File: config.mk
export PLATFORM = sky130hd
export DESIGN_NAME = mpc_coord
export DESIGN_NICKNAME = d
export VERILOG_FILES = /design/src/mpc_pkg.sv /design/src/mpc_coord.sv
export SDC_FILE = /design/constraint.sdc
export NUM_CORES = 1
export LEC_CHECK = 0
export ABC_AREA = 1
export BUFFER_PORTS_ARGS = -buffer_cell sky130_fd_sc_hd__buf_4
export CAP_MARGIN = 20
export CELL_PAD_IN_SITES_DETAIL_PLACEMENT = 1
export CELL_PAD_IN_SITES_GLOBAL_PLACEMENT = 2
export CORE_ASPECT_RATIO = 1.25
export CORE_MARGIN = 2
export CORE_UTILIZATION = 32
export DETAILED_ROUTE_END_ITERATION = 10
export PLACE_DENSITY = 0.83
export SLEW_MARGIN = 40
export SYNTH_ARGS = -nofsm -noshare
export SYNTH_HDL_FRONTEND = slang
export SYNTH_SLANG_ARGS = --single-unit
File: constraint.sdc
create_clock -name i_clk -period 5.1 [get_ports i_clk]
set_input_delay 1.02 -clock i_clk [delete_from_list [all_inputs] [get_ports i_clk]]
set_output_delay 1.02 -clock i_clk [all_outputs]
set_load 0.02 [all_outputs]
File: src/mpc_pkg.sv
// Package for the Mandelbrot pixel classifier: widths, reset values,
// register indexes and the token that circulates through the iteration ring.
// No dependencies.
`default_nettype none

package mpc_pkg;

    // Field widths fixed by the interface
    localparam int PIX_W    = 10;
    localparam int COORD_W  = 32;
    localparam int SCALE_W  = 20;
    localparam int ITER_W   = 8;
    localparam int CFG_IDX_W = 3;

    // Default geometry and number format
    localparam int FRAME_WIDTH_DEF   = 1024;
    localparam int FRAME_HEIGHT_DEF  = 768;
    localparam int FRACTION_BITS_DEF = 28;

    // Number of iteration cells in the ring
    localparam int NUM_CELLS = 2;

    // Pixel position is scaled to 1/1024 of the frame, then centred
    localparam int COORD_SHIFT = 10;
    localparam logic [COORD_W-1:0] COORD_BIAS = COORD_W'(1) << 9;

    // Reciprocal precision for the divide by frame size
    localparam int RECIP_SHIFT = 32;

    // Configuration register indexes
    localparam logic [CFG_IDX_W-1:0] CFG_CENTER_X  = 3'd0;
    localparam logic [CFG_IDX_W-1:0] CFG_CENTER_Y  = 3'd1;
    localparam logic [CFG_IDX_W-1:0] CFG_SCALE_W   = 3'd2;
    localparam logic [CFG_IDX_W-1:0] CFG_SCALE_H   = 3'd3;
    localparam logic [CFG_IDX_W-1:0] CFG_MAX_ITER  = 3'd4;

    // Register reset values
    localparam logic [COORD_W-1:0] CENTER_X_RST = -32'sd247586821;
    localparam logic [COORD_W-1:0] CENTER_Y_RST = 32'sd83284740;
    localparam logic [SCALE_W-1:0] SCALE_W_RST  = 20'd786432;
    localparam logic [SCALE_W-1:0] SCALE_H_RST  = 20'd524288;
    localparam logic [ITER_W-1:0]  MAX_ITER_RST = 8'd50;

    // Pixel colours
    localparam logic COLOR_BLACK = 1'b0;
    localparam logic COLOR_WHITE = 1'b1;

    // One point in flight: z, c and the rounds still to run
    typedef struct packed {
        logic               valid;
        logic               done;
        logic               color;
        logic [ITER_W-1:0]  rem;
        logic [COORD_W-1:0] x;
        logic [COORD_W-1:0] y;
        logic [COORD_W-1:0] cx;
        logic [COORD_W-1:0] cy;
    } t_token;

endpackage

`default_nettype wire

File: src/mpc_coord.sv
// Start point unit: maps a pixel position to one coordinate of c.
// c = center + ((coord << 10) / SIZE - 512) * scale, 32-bit wrap.
// Depends on mpc_pkg.
`default_nettype none

module mpc_coord import mpc_pkg::*; #(
    parameter int SIZE = FRAME_WIDTH_DEF
) (
    input  wire logic               i_clk,
    input  wire logic               i_rst_n,
    input  wire logic               i_start,
    input  wire logic [PIX_W-1:0]   i_coord,
    input  wire logic [COORD_W-1:0] i_center,
    input  wire logic [SCALE_W-1:0] i_scale,
    output logic                    o_valid,
    output logic [COORD_W-1:0]      o_c
);

    localparam int N_W = PIX_W + COORD_SHIFT;
    localparam int P_W = N_W + RECIP_SHIFT;
    localparam longint unsigned RECIP_FULL = (64'd1 << RECIP_SHIFT) / SIZE;
    localparam logic [RECIP_SHIFT-1:0] RECIP = RECIP_SHIFT'(RECIP_FULL);
    localparam logic [N_W-1:0] SIZE_N = N_W'(SIZE);

    logic [3:0]         r_v;
    logic [N_W-1:0]     r_n;
    logic [N_W-1:0]     r_q0;
    logic [N_W-1:0]     r_q;
    logic [COORD_W-1:0] r_off;

    logic [P_W-1:0]     w_prod;
    logic [N_W-1:0]     w_rem;
    logic [COORD_W-1:0] w_off;

    // quotient estimate: low by at most one
    assign w_prod = P_W'(r_n) * P_W'(RECIP);
    // remainder of the estimate stays below twice the frame size
    assign w_rem  = r_n - r_q0 * SIZE_N;
    assign w_off  = (COORD_W'(r_q) - COORD_BIAS) * COORD_W'(i_scale);

    // stage valid bits
    always_ff @(posedge i_clk) begin
        if (!i_rst_n) begin
            r_v <= '0;
        end else begin
            r_v <= {r_v[2:0], i_start};
        end
    end

    // data stages
    always_ff @(posedge i_clk) begin
        if (i_start) begin
            r_n <= {i_coord, COORD_SHIFT'(0)};
        end
        r_q0  <= w_prod[RECIP_SHIFT +: N_W];
        r_q   <= r_q0 + N_W'(w_rem >= SIZE_N);
        r_off <= w_off;
    end

    assign o_valid = r_v[3];
    assign o_c     = i_center + r_off;

endmodule

`default_nettype wire

After elaboration in Yosys (flattened, before gate mapping)
Index checks and enable logic that the tools add are counted.
Cells by class
  order comparisons: 1
  multiply operators: 1
  add/sub/neg operators: 4
Operator list (number)
  adder 32 bit: 1
  multiplier 12 x 21 -> 32 bit: 1
  greater-or-equal comparator 20 x 11 -> 1 bit, second input constant: 1
  subtractor 20 bit: 1
  subtractor 11 x 10 -> 12 bit, second input constant: 1
  adder 10 x 1 -> 11 bit: 1
Storage, ports and cells
  register bits: 67
  logic and storage cells: 11
  output and inout port bits: 33
  input bits: 65

Logic depth before layout (Yosys ltp)
  word-level depth: 3
  depth in mapped cells: 24
  gate-level depth less buffers: 24

Worst setup path after synthesis
No wires, ideal clock.
  kind: input port to flip-flop
  from: input i_scale[7]
  to: register r_off[17]
  data required time: 4980 ps
  buffers on the path: 1
  stages on the path: 18
  path slack: -20 ps
  setup time: 120 ps
  data arrival time: 5000 ps
  cell sequence: clkbuf_1 > nand2_1 > fa_1 > fa_1 > fa_1 > inv_1 > fa_1 > inv_1 > fa_1 > inv_1 > ha_1 > a21oi_1 > o21bai_1 > inv_1 > nand2_2 > nand2_1 > nand2_1 > xor2_1
Between the ends
  cells in the longest elaborated chain, start to end: 1
Ends and longest elaborated chain
  from (decl): RTL line mpc_coord.sv:14  | input wire logic [SCALE_W-1:0] i_scale,
  multiplier 12 x 21 -> 32 bit: RTL line mpc_coord.sv:39  | assign w_off = (COORD_W'(r_q) - COORD_BIAS) * COORD_W'(i_scale);
  via w_off[17]: RTL line mpc_coord.sv:33  | logic [COORD_W-1:0] w_off;
  to (signal assigned): RTL line mpc_coord.sv:57  | r_off <= w_off;
  to (decl): RTL line mpc_coord.sv:29  | logic [COORD_W-1:0] r_off;
The timed path passes the listed nets, and every way through them passes these cells.
A chain may end at the register's enable or synchronous reset.

Worst setup path after layout
  from: input i_scale[9]
  to: register r_off[14]
Same word-level chain as after synthesis.

==> impl_metrics.env <==
export IMPL_wl_met1_um=15100
export IMPL_grt_overflow=0
export IMPL_synth_area_mm2=0.0128
export IMPL_highest_layer="met4"
export IMPL_crit_type="primary input to flop"
export IMPL_synth_most_common_cell="nand2_1"
export IMPL_fp_dieH_um=228
export IMPL_drt_wl_total_um=38200
export IMPL_hold_path_class="flop to flop"
export IMPL_routabilityCongestion=0.873
export IMPL_antenna_found_initial=0
export IMPL_vias=11615
export IMPL_fillers=4979
export IMPL_startpoint="i_scale[9]"
export IMPL_dp_cells=2493
export IMPL_ant_nets=0
export IMPL_hold_viol_final=0
export IMPL_rows=81
export IMPL_worstMarginPinSlew_ns=0.583
export IMPL_area_delta_synth_final_pct=20.7
export IMPL_grt_pass1_wl_um=62500
export IMPL_start_util=0.326
export IMPL_cap_violations=0
export IMPL_worst_ep_required_time_ns=5.34
export IMPL_period_needed_ns=4.93
export IMPL_core_mm2=0.0393
export IMPL_num_io_pins=98
export IMPL_critPathCaptureType="flop"
export IMPL_clk_latency_ns=0.36
export IMPL_wl_per_cell_um=15.2
export IMPL_antennaDiodeCount=0
export IMPL_cts_buffers=9
export IMPL_cp_slowest_cell="fa_1"
export IMPL_clk_pin_slew_ns=0.06
export IMPL_cts_tree="done"
export IMPL_syn_avg_cell_area_um2=6.96
export IMPL_clock_sinks=67
export IMPL_die_area_mm2=0.0416
export IMPL_drive_gt1_frac=0.155
export IMPL_worstSetupStartpointType="primary input"
export IMPL_async_reset_ff_frac=0
export IMPL_r2r_start="r_q[8]"
export IMPL_postCtsHoldBufs=0
export IMPL_nNetsFinal=2382
export IMPL_worstPathCellList="buf_4 -> buf_4 -> nand2_1 -> fa_1 -> fa_1 -> fa_1 -> inv_1 -> fa_1 -> inv_1 -> fa_1 -> inv_1 -> ha_4 -> nand2_1 -> nand2_2 -> a21oi_4 -> nand3_2 -> buf_4 -> xor2_1"
export IMPL_yosysWarningCount=0
export IMPL_firstDrtPassIters=4
export IMPL_die_w_um=183
export IMPL_synth_cells=1840
export IMPL_synth_edf_count=10
export IMPL_ys_types=34
export IMPL_grt_pass1_vias=12988
export IMPL_fin_crit_sh=0.966
export IMPL_synth_area_leader_cell="fa_1"
export IMPL_synth_ff_type="dfxtp_1"
export IMPL_hpwl_um=34000
export IMPL_skew_ns=0.00805
export IMPL_finalSetupViolCount=0
export IMPL_drc=0
export IMPL_synth_top_area_share=0.286
export IMPL_via_per_inst=4.63
export IMPL_cp_common_cell="fa_1"
export IMPL_portBuffers=97
export IMPL_drtIter0Drc=354
export IMPL_max_freq_mhz=203
export IMPL_setup_tns_ns=0
export IMPL_htreeDepth=3
export IMPL_crit_family="adder cells"
export IMPL_synth_seq_cells=67
export IMPL_yosys_top_cells_area="fa_1, nand2_1, inv_1"
export IMPL_max_stage_delay_ns=0.53
export IMPL_cts_root_buf="clkbuf_16"
export IMPL_multi_input_area_mm2=0.00977
export IMPL_final_cells=2510
export IMPL_outcome="finished clean"
export IMPL_drv_slew=0
export IMPL_clock_path_buffers=2
export IMPL_met3_length_um=972
export IMPL_yosysSeqAreaShare=0.113
export IMPL_synth_nets=2215
export IMPL_synth_commonest_cells="nand2_1, inv_1, fa_1, ha_1, nor2_1"
export IMPL_ff_latch_area_mm2=0.00144
export IMPL_wl_met2_um=20800
export IMPL_max_slew_margin=0.611
export IMPL_critPathMaxFanout=9
export IMPL_cp_arrival_ns=5.16
export IMPL_grtUsageTotal=0.190
export IMPL_crit_buf_inv=6
export IMPL_hold_start="r_n[10]"
export IMPL_grt_max_degree=21
==> per-stage QoR <==
step | setup WS [ns] | area, um2 | hold WS (ns) | utilization
floorplan | 0.00988 | 12800 | 0.348 | -
global placement | -0.289 | 14800 | 0.358 | 0.377
detailed placement | -0.379 | 14800 | 0.366 | 0.377
CTS | 0.00990 | 15100 | 0.379 | 0.384
global route | -0.0322 | 15500 | 0.396 | 0.393
finish | 0.174 | 15500 | 0.375 | 0.393
==> final timing paths <==
check / endpoint / slack (ns) / cells after the start
max: r_off[14] / 0.17 / 18
min reg2reg: r_q0[0] / 0.38 / 0
min: r_q0[0] / 0.38 / 0
max reg2reg: r_off[26] / 0.19 / 21
==> routing by layer <==
layer,up-vias,global-route usage
met5,-,0
met1,5682,0.206
met3,62,0.0191
li1,5691,-
met4,0,0.0728
met2,180,0.378
==> cells in the final DEF (no fill, tap or decap), types with 3 or more instances in the layout <==
master / Yosys / final
a21oi_1: 51 / 38
a21oi_2: 1 / 10
a21oi_4: 0 / 4
and3_1: 3 / 3
buf_12: 0 / 5
buf_4: 0 / 191
clkbuf_16: 0 / 9
clkinv_2: 0 / 3
clkinvlp_4: 0 / 4
dfxtp_1: 57 / 56
edfxtp_1: 10 / 10
fa_1: 183 / 182
ha_1: 127 / 113
ha_2: 0 / 4
ha_4: 0 / 10
inv_1: 479 / 474
inv_2: 1 / 7
nand2_1: 579 / 566
nand2_2: 13 / 26
nand3_1: 63 / 59
nand3_2: 3 / 5
nand3b_1: 5 / 5
nand4_1: 12 / 12
nor2_1: 121 / 107
nor2_2: 3 / 11
nor2_4: 1 / 7
nor3_1: 5 / 5
nor3_2: 3 / 3
o21a_1: 5 / 5
o21ai_0: 8 / 6
o21bai_1: 10 / 9
or2_2: 4 / 4
xnor2_1: 10 / 10
xor2_1: 36 / 36
==> repair_timing <==
action                                  CTS  global route
resized for setup                         5            82
pin swaps                                 0            12
buffers inserted                          0             1
endpoints found under the setup margin   13            20
==> cells by family (layout without fill, tap and decap cells) <==
kind of cell	after synthesis	count (layout)	share of synthesized area
flops	67	67	0.113
buf+inv	522	694	0.153
xor+xnor	46	46	0.0315
compound gates	78	78	0.0344
fa+ha+maj	310	310	0.410
simple gates	817	817	0.258
==> registers in the layout, summed over array words and instances, names as in the netlist <==
name and count:
r_q 11, r_v 4, r_n 10, r_off 32
r_q0 10
==> area by class of cell <==
| cell class | instances | share of cell area |
|---|---|---|
| Clock buffer | 9 | 0.0146 |
| Timing Repair Buffer | 197 | 0.100 |
| Clock inverter | 7 | 0.00291 |
| Sequential cell | 67 | 0.0933 |
| Inverter | 481 | 0.117 |
| Tap cell | 498 | 0.0403 |
| Multi-Input combinational cell | 1251 | 0.632 |
Power is not shown: default switching activity piles up to over one toggle a cycle in this logic, so the estimate is an artifact.
